`src/cfsu_pkg.sv`:
```
package cfsu_pkg;

	localparam int unsigned STACK_DEPTH = 256;
	localparam int unsigned IN_TDATA_W  = 72;
	localparam int unsigned OUT_TDATA_W = 64;

	localparam logic [7:0]  STATUS_PULL_MASK = 8'hEF;
	localparam logic [7:0]  STATUS_PULL_SET  = 8'h20;
	localparam logic [7:0]  STATUS_PUSH_SET  = 8'h30;
	localparam logic [15:0] PAGE_MASK        = 16'hFF00;
	localparam logic [15:0] OFFSET_MASK      = 16'h00FF;

	localparam int unsigned FLAG_C = 0;
	localparam int unsigned FLAG_Z = 1;
	localparam int unsigned FLAG_V = 6;
	localparam int unsigned FLAG_N = 7;

	typedef enum logic [3:0] {
		FN_JMP_ABS = 4'd0,
		FN_JMP_IND = 4'd1,
		FN_BRANCH  = 4'd2,
		FN_BRK     = 4'd3,
		FN_JSR     = 4'd4,
		FN_RTS     = 4'd5,
		FN_RTI     = 4'd6,
		FN_PHA     = 4'd7,
		FN_PLA     = 4'd8,
		FN_PHP     = 4'd9,
		FN_PLP     = 4'd10
	} func_t;

	typedef enum logic [1:0] {
		CT_ZERO     = 2'd0,
		CT_CARRY    = 2'd1,
		CT_NEGATIVE = 2'd2,
		CT_OVERFLOW = 2'd3
	} cond_flag_t;

	typedef struct packed {
		logic [7:0]        accum_in;
		logic [7:0]        status_in;
		logic [7:0]        pointer_high_byte;
		logic [7:0]        pointer_low_byte;
		logic [1:0]        instr_size;
		logic [2:0]        condition;
		logic signed [7:0] branch_offset;
		logic [15:0]       jump_target;
		logic [3:0]        func;
	} item_t;

	typedef struct packed {
		logic        break_raised;
		logic [1:0]  extra_cycles;
		logic [15:0] pointer_high_addr;
		logic [7:0]  accum_out;
		logic [7:0]  status_out;
		logic [7:0]  sp_out;
		logic [15:0] pc_out;
	} result_t;

	// Two write ports into the stack page; a call pushes two bytes at once.
	typedef struct packed {
		logic       we0;
		logic [7:0] addr0;
		logic [7:0] data0;
		logic       we1;
		logic [7:0] addr1;
		logic [7:0] data1;
	} stack_wr_t;

	typedef struct packed {
		logic [7:0] rd0;
		logic [7:0] rd1;
		logic [7:0] rd2;
	} stack_rd_t;

endpackage

```
`src/cfsu_exec.sv`:
```
module cfsu_exec
	import cfsu_pkg::*;
(
	input  item_t       item,
	input  logic [15:0] pc,
	input  logic [7:0]  sp,
	input  stack_rd_t   rd,
	output result_t     res,
	output logic [15:0] pc_next,
	output logic [7:0]  sp_next,
	output stack_wr_t   wr
);

	logic        taken;
	logic        flag_bit;
	logic [15:0] branch_pc;
	logic [15:0] ret_addr;
	logic [15:0] size_ext;
	logic [7:0]  pla_status;

	assign size_ext  = {14'd0, item.instr_size};
	assign branch_pc = pc + {{8{item.branch_offset[7]}}, item.branch_offset};
	assign ret_addr  = pc + size_ext - 16'd1;

	always_comb begin
		unique case (cond_flag_t'(item.condition[2:1]))
			CT_ZERO:     flag_bit = item.status_in[FLAG_Z];
			CT_CARRY:    flag_bit = item.status_in[FLAG_C];
			CT_NEGATIVE: flag_bit = item.status_in[FLAG_N];
			CT_OVERFLOW: flag_bit = item.status_in[FLAG_V];
			default:     flag_bit = 1'b0;
		endcase
		// Odd condition codes branch on a clear flag.
		taken = item.condition[0] ? !flag_bit : flag_bit;
	end

	always_comb begin
		pla_status         = item.status_in;
		pla_status[FLAG_Z] = (rd.rd0 == 8'd0);
		pla_status[FLAG_N] = rd.rd0[7];
	end

	always_comb begin
		pc_next = pc;
		sp_next = sp;
		wr      = '0;
		res     = '0;
		res.status_out = item.status_in;
		res.accum_out  = item.accum_in;
		unique case (func_t'(item.func))
			FN_JMP_ABS: begin
				pc_next = item.jump_target;
			end
			FN_JMP_IND: begin
				res.pointer_high_addr = (item.jump_target & PAGE_MASK)
					| ((item.jump_target + 16'd1) & OFFSET_MASK);
				pc_next = {item.pointer_high_byte, item.pointer_low_byte};
			end
			FN_BRANCH: begin
				if (taken) begin
					pc_next = branch_pc;
					res.extra_cycles = (branch_pc[15:8] != pc[15:8]) ? 2'd2 : 2'd1;
				end
			end
			FN_BRK: begin
				pc_next = pc + size_ext;
				res.break_raised = 1'b1;
			end
			FN_JSR: begin
				wr.we0   = 1'b1;
				wr.addr0 = sp;
				wr.data0 = ret_addr[15:8];
				wr.we1   = 1'b1;
				wr.addr1 = sp - 8'd1;
				wr.data1 = ret_addr[7:0];
				sp_next  = sp - 8'd2;
				pc_next  = item.jump_target;
			end
			FN_RTS: begin
				sp_next = sp + 8'd2;
				pc_next = {rd.rd1, rd.rd0} + 16'd1;
			end
			FN_RTI: begin
				sp_next = sp + 8'd3;
				res.status_out = (rd.rd0 & STATUS_PULL_MASK) | STATUS_PULL_SET;
				pc_next = {rd.rd2, rd.rd1};
			end
			FN_PHA: begin
				wr.we0   = 1'b1;
				wr.addr0 = sp;
				wr.data0 = item.accum_in;
				sp_next  = sp - 8'd1;
			end
			FN_PLA: begin
				sp_next        = sp + 8'd1;
				res.accum_out  = rd.rd0;
				res.status_out = pla_status;
			end
			FN_PHP: begin
				wr.we0   = 1'b1;
				wr.addr0 = sp;
				wr.data0 = item.status_in | STATUS_PUSH_SET;
				sp_next  = sp - 8'd1;
			end
			FN_PLP: begin
				sp_next = sp + 8'd1;
				res.status_out = (rd.rd0 & STATUS_PULL_MASK) | STATUS_PULL_SET;
			end
			default: begin
			end
		endcase
		res.pc_out = pc_next;
		res.sp_out = sp_next;
	end

endmodule

```
`config.mk`:
```
export PLATFORM = sky130hd
export DESIGN_NAME = cfsu_exec
export DESIGN_NICKNAME = d
export VERILOG_FILES = /design/src/cfsu_pkg.sv /design/src/cfsu_exec.sv
export SDC_FILE = /design/constraint.sdc
export NUM_CORES = 1
export LEC_CHECK = 0
export BUFFER_PORTS_ARGS = -buffer_cell sky130_fd_sc_hd__buf_2
export CAP_MARGIN = 5
export CORE_MARGIN = 2
export CORE_UTILIZATION = 48
export DETAILED_ROUTE_END_ITERATION = 8
export GPL_ROUTABILITY_DRIVEN = 0
export PLACE_DENSITY = 0.85
export SLEW_MARGIN = 10
export SYNTH_ARGS = -nofsm -noshare
export SYNTH_HDL_FRONTEND = slang
export SYNTH_SLANG_ARGS = --single-unit
```
`constraint.sdc`:
```
create_clock -name vclk -period 4.1
set_input_delay 0.82 -clock vclk [all_inputs]
set_output_delay 0.82 -clock vclk [all_outputs]
set_load 0.01 [all_outputs]
```
==> flow_summary.toml, run 1 <==
[route]
ant_nets = 0
drc = 0
wirelength_um = 16300
drt_iter0_markers = 448
drt_pass1_iterations = 5
vias_per_cell = 5.95
vias = 5612
post_drt_wl_per_cell_um = 17.3

[power_and_ir_drop]
peakVddDrop_mv = 0.0882
p_per_area_nw_per_um2 = 129
p_leak_nw = 2.71

[timing]
report.final.slew_viol_count = 0
whs_ns = 1.91
hold_violations = 0
fin_crit_sh = 0.991
slew_headroom = 0.515
max_slew.worst_pin.slew_ns = 0.723
rsz0062_at_grt = "yes"
timing.fmax_ghz = 0.246
min_period_ns = 4.06
setup_viol = 0

[global_route]
grt_pass1_vias = 5033
overflow = 0
grt.total_usage = 0.306
grt_pass1_wl_um = 24700
antenna_found_initial = 0
grt_start_max_net_pins = 19

[logic_synthesis]
synth_area_leader_cell = "ha_1"
ys_top_cells_by_count = "nor2_1 (60), a21oi_1 (58), nand2_1 (48), xnor2_1 (39), xor2_1 (29)"
synth.most_common_cell = "nor2_1"
avgSynthCellArea_sq_um = 6.89
ys_seq_area_frac = 0
syn_area_sq_um = 4270
syn_nets = 765
synthCells = 620
ys_warn_count = 0
synth.area.top_cells = "ha_1 (8.2%), xnor2_1 (8.0%), a21oi_1 (6.8%), xor2_1 (5.9%), nor2_1 (5.3%)"
synth_top_area_frac = 0.0820
ys_types = 74

[final_layout]
seq_cells = 0
stdcell_count = 943
fin_util = 0.648
clock_buffers = 0
drive_above_1_share = 0.390
layout.nets = 982
fillers = 786
syn_to_final_growth_pct = 31.7
n_antenna_cell = 0
regArea_sq_um = 0

[setup_path]
worstPathMaxFanout = 4
worst_setup_path_end_kind = "output port"
cp.required_ns = 3.28
path_class = "in -> out"
start_kind = "input pin"
cp.arrival_ns = 3.24

[die]
io_pins = 230
initial_core_util = 0.492
dieArea_sq_um = 9670
core_sq_um = 8680
fp.dieH_um = 98.3
placementRows = 34
die_w_um = 98.3

[flow_run]
maxCapViolCount = 0

[outcome]
outcome = "finished, final reports clean"

[min_path]
holdCritPathClass = "in -> out"

[placed_design]
io_buffers = 230
placed_cells = 940
dp_hpwl_um = 13500
==> logic make-up (layout without fill, tap and decap cells) <==
| logic type | count (synthesis) | count (layout) | share of synthesized area |
|---|---|---|---|
| fa+ha+maj | 32 | 32 | 0.101 |
| compound gates | 197 | 197 | 0.306 |
| xor+xnor | 78 | 78 | 0.188 |
| buf+inv | 82 | 297 | 0.0976 |
| mux | 12 | 12 | 0.0343 |
| simple gates | 219 | 219 | 0.274 |
==> per-stage QoR <==
step / power [W] / TNS (ns) / setup WS, ns / cell area, sq um
global placement: 0.000687 / 0 / 0.0882 / 5530
global route: 0.000784 / -0.441 / -0.112 / 5620
CTS: 0.000700 / 0 / 0.0110 / 5530
finish: 0.000724 / 0 / 0.0370 / 5620
detailed placement: 0.000696 / 0 / 0.0167 / 5530
floorplan: 0.000461 / 0 / 0.0413 / 4270
==> routing by layer <==
metal	up-vias	track usage	wire length, um
li1	2701	-	-
met1	2542	0.387	6310
met2	309	0.531	7710
met3	60	0.0293	1510
met4	0	0.126	739
met5	-	0	0
==> critical path, cell delays in order <==
cell and delay [ns]:
buf_8 0.08, ha_4 0.14, inv_2 0.04, fa_2 0.38, and4b_4 0.35, nand2_2 0.08
xor2_2 0.20, nand4_4 0.15, nor4_4 0.39, nand3_1 0.14, xnor2_1 0.21, o22ai_1 0.10
buf_2 0.17
==> layout by cell type (no fill, tap or decap), types with 4 or more instances in the layout <==
master     count
o22ai_1       14
nor2_1        60
nand2b_1       5
o21ai_1       14
nand3_1       23
nand2_1       48
xnor2_1       39
inv_1         21
a22oi_1       21
o2bb2ai_1      5
a21o_1         8
and2_1        19
o221ai_1       7
a21oi_1       56
and3_1        10
buf_4         42
o21ai_0       17
or3_1          4
xnor3_1        4
o21a_1         7
xor2_1        29
and4_1         4
nand4_1       12
mux2_2        11
nor3_1         9
ha_1          27
o211ai_1      10
buf_2        228
a22o_1         4
==> path summary, 6_finish.rpt <==
check             slack (ns)      from  cells after the start      end
hold / removal          1.91  item[54]                      3  res[29]
setup / recovery        0.04     pc[0]                     13   wr[20]
==> power breakdown <==
part,switching (W),internal [W]
Sequential,0,0
Combinational,0.000409,0.000315
Clock,0,0
==> what timing repair did <==
item,4_1_cts,5_1_grt
setup endpoints to repair,0,19
gates resized for setup,0,17
buffers inserted,0,3
hold buffers,0,0
==> layout make-up <==
cell class         count  area [sq um]  share of cell area
well taps            108           135              0.0240
multi-input cells    538          3910               0.696
inverters             25          93.8              0.0167
repair buffers       272          1480               0.264
Power figures use the tool's default switching activity.
==> inputs of run 2 (changes only) <==
--- a/config.mk
+++ b/config.mk
@@ -11,7 +11,7 @@
 export CORE_UTILIZATION = 48
 export DETAILED_ROUTE_END_ITERATION = 8
 export GPL_ROUTABILITY_DRIVEN = 0
-export PLACE_DENSITY = 0.85
+export PLACE_DENSITY = 0.81
 export SLEW_MARGIN = 10
 export SYNTH_ARGS = -nofsm -noshare
 export SYNTH_HDL_FRONTEND = slang
==> run 2 against run 1 <==
Routed wire length grew 5.5%. Core utilization up 0.26 points. Global-route usage up 1.2 points. Critical endpoint is now wr[24]. Largest power group unchanged. Highest routed layer unchanged.
==> flow_summary.toml, run 2 (same netlist as run 1, synthesis figures left out) <==
[timing]
timing.fmax_ghz = 0.247
report.final.slew_viol_count = 0
hold_violations = 0
worst_slack_ns = 0.0471
fin_crit_sh = 0.989
rsz0062_at_grt = "yes"
setup_viol = 0
min_period_ns = 4.05
slew_headroom = 0.373
max_slew.worst_pin.slew_ns = 0.941

[route]
drt_pass1_iterations = 6
drt_iter0_markers = 536
ant_nets = 0
wirelength_um = 17200
vias_per_cell = 6.21
drc = 0
post_drt_wl_per_cell_um = 18.2
vias = 5847

[setup_path]
cpLargestDelayFamily = "simple AND/OR/NAND/NOR gates"
crit_chain = "buf_8 -> ha_4 -> inv_2 -> fa_2 -> buf_4 -> xor2_1 -> and3_1 -> inv_2 -> nor4_4 -> nand3_1 -> xnor2_1 -> o22ai_1 -> buf_2"
worst_setup_path_end_kind = "output port"
cp-startpoint = "pc[0]"
cp.arrival_ns = 3.23
start_kind = "input pin"
cp-endpoint = "wr[24]"
cp.required_ns = 3.28
cp_slowest_cell = "fa_2"
crit_buf_inv = 5
path_class = "in -> out"
cpMostUsedCell = "inv_2"
crit_cells = 13
worstPathMaxFanout = 4
cp_slowest_stage_delay_ns = 0.40

[final_layout]
clock_buffers = 0
stdcell_count = 941
final_common_cell = "buf_2"
layout.nets = 980
fillers = 754
regArea_sq_um = 0
drive_above_1_share = 0.394
seq_cells = 0
syn_to_final_growth_pct = 32.2
multiInputGateArea_sq_um = 3950
n_antenna_cell = 0
final_cell_mix = "buf_2 (228), nor2_1 (59), a21oi_1 (57)"
fin_util = 0.651

[die]
die_w_um = 98.3
dieArea_sq_um = 9670
fp.dieH_um = 98.3
io_pins = 230
initial_core_util = 0.492
core_sq_um = 8680
placementRows = 34

[power_and_ir_drop]
peakVddDrop_mv = 0.0850
p_leak_nw = 2.71
fin_total_pwr_w = 0.000729
p_per_area_nw_per_um2 = 129

[placed_design]
io_buffers = 230
pre_cts_ws_ns = -0.0831
placed_cells = 938
dp_hpwl_um = 14000

[global_route]
antenna_found_initial = 0
grt.total_usage = 0.318
overflow = 0
grt_pass1_wl_um = 25900
grt_pass1_vias = 5257
grt_start_max_net_pins = 29

[cts]
hold_buffers = 0

[min_path]
holdCritPathClass = "in -> out"

[flow_run]
maxCapViolCount = 0

[outcome]
outcome = "finished, final reports clean"
==> run 2: routing by layer <==
metal  GRT usage  part of all wire
met4       0.123             0.049
met2       0.572              0.48
met3      0.0222             0.097
met5           0                 0
met1       0.393              0.37
==> run 2: timing repair <==
item,in CTS,in global routing
setup buffers,1,2
pin swaps,4,11
setup endpoints to repair,7,18
gates resized for setup,4,19
==> run 2: worst min path at each step <==
stage                          to     start  depth (start not counted)  slack (ns)
after floorplan           res[40]   item[4]                          1        1.69
after global placement    res[29]  item[54]                          3        1.91
after detailed placement  res[29]  item[54]                          3        1.91
after CTS                 res[29]  item[54]                          3        1.91
after global routing      res[29]  item[54]                          3        1.93
final                     res[29]  item[54]                          3        1.91
==> run 2: layout make-up <==
type / count / area share
multi-input cells: 538 / 0.699
inverters: 25 / 0.0166
well taps: 108 / 0.0239
repair buffers: 270 / 0.261
==> run 2: through the flow <==
| step | area, sq um | hold slack [ns] | setup TNS (ns) |
|---|---|---|---|
| 6_report | 5650 | 1.91 | 0 |
| 5_1_grt | 5650 | 1.93 | -0.132 |
| 4_1_cts | 5540 | 1.91 | 0 |
| 3_5_place_dp | 5510 | 1.91 | -0.193 |
| 3_3_place_gp | 5510 | 1.91 | 0 |
| 2_1_floorplan | 4270 | 1.69 | 0 |
==> run 2: power breakdown <==
part	internal [W]	leakage (nW)	switching (W)
clock network	0	0	0
registers	0	0	0
logic	0.000313	2.71	0.000417
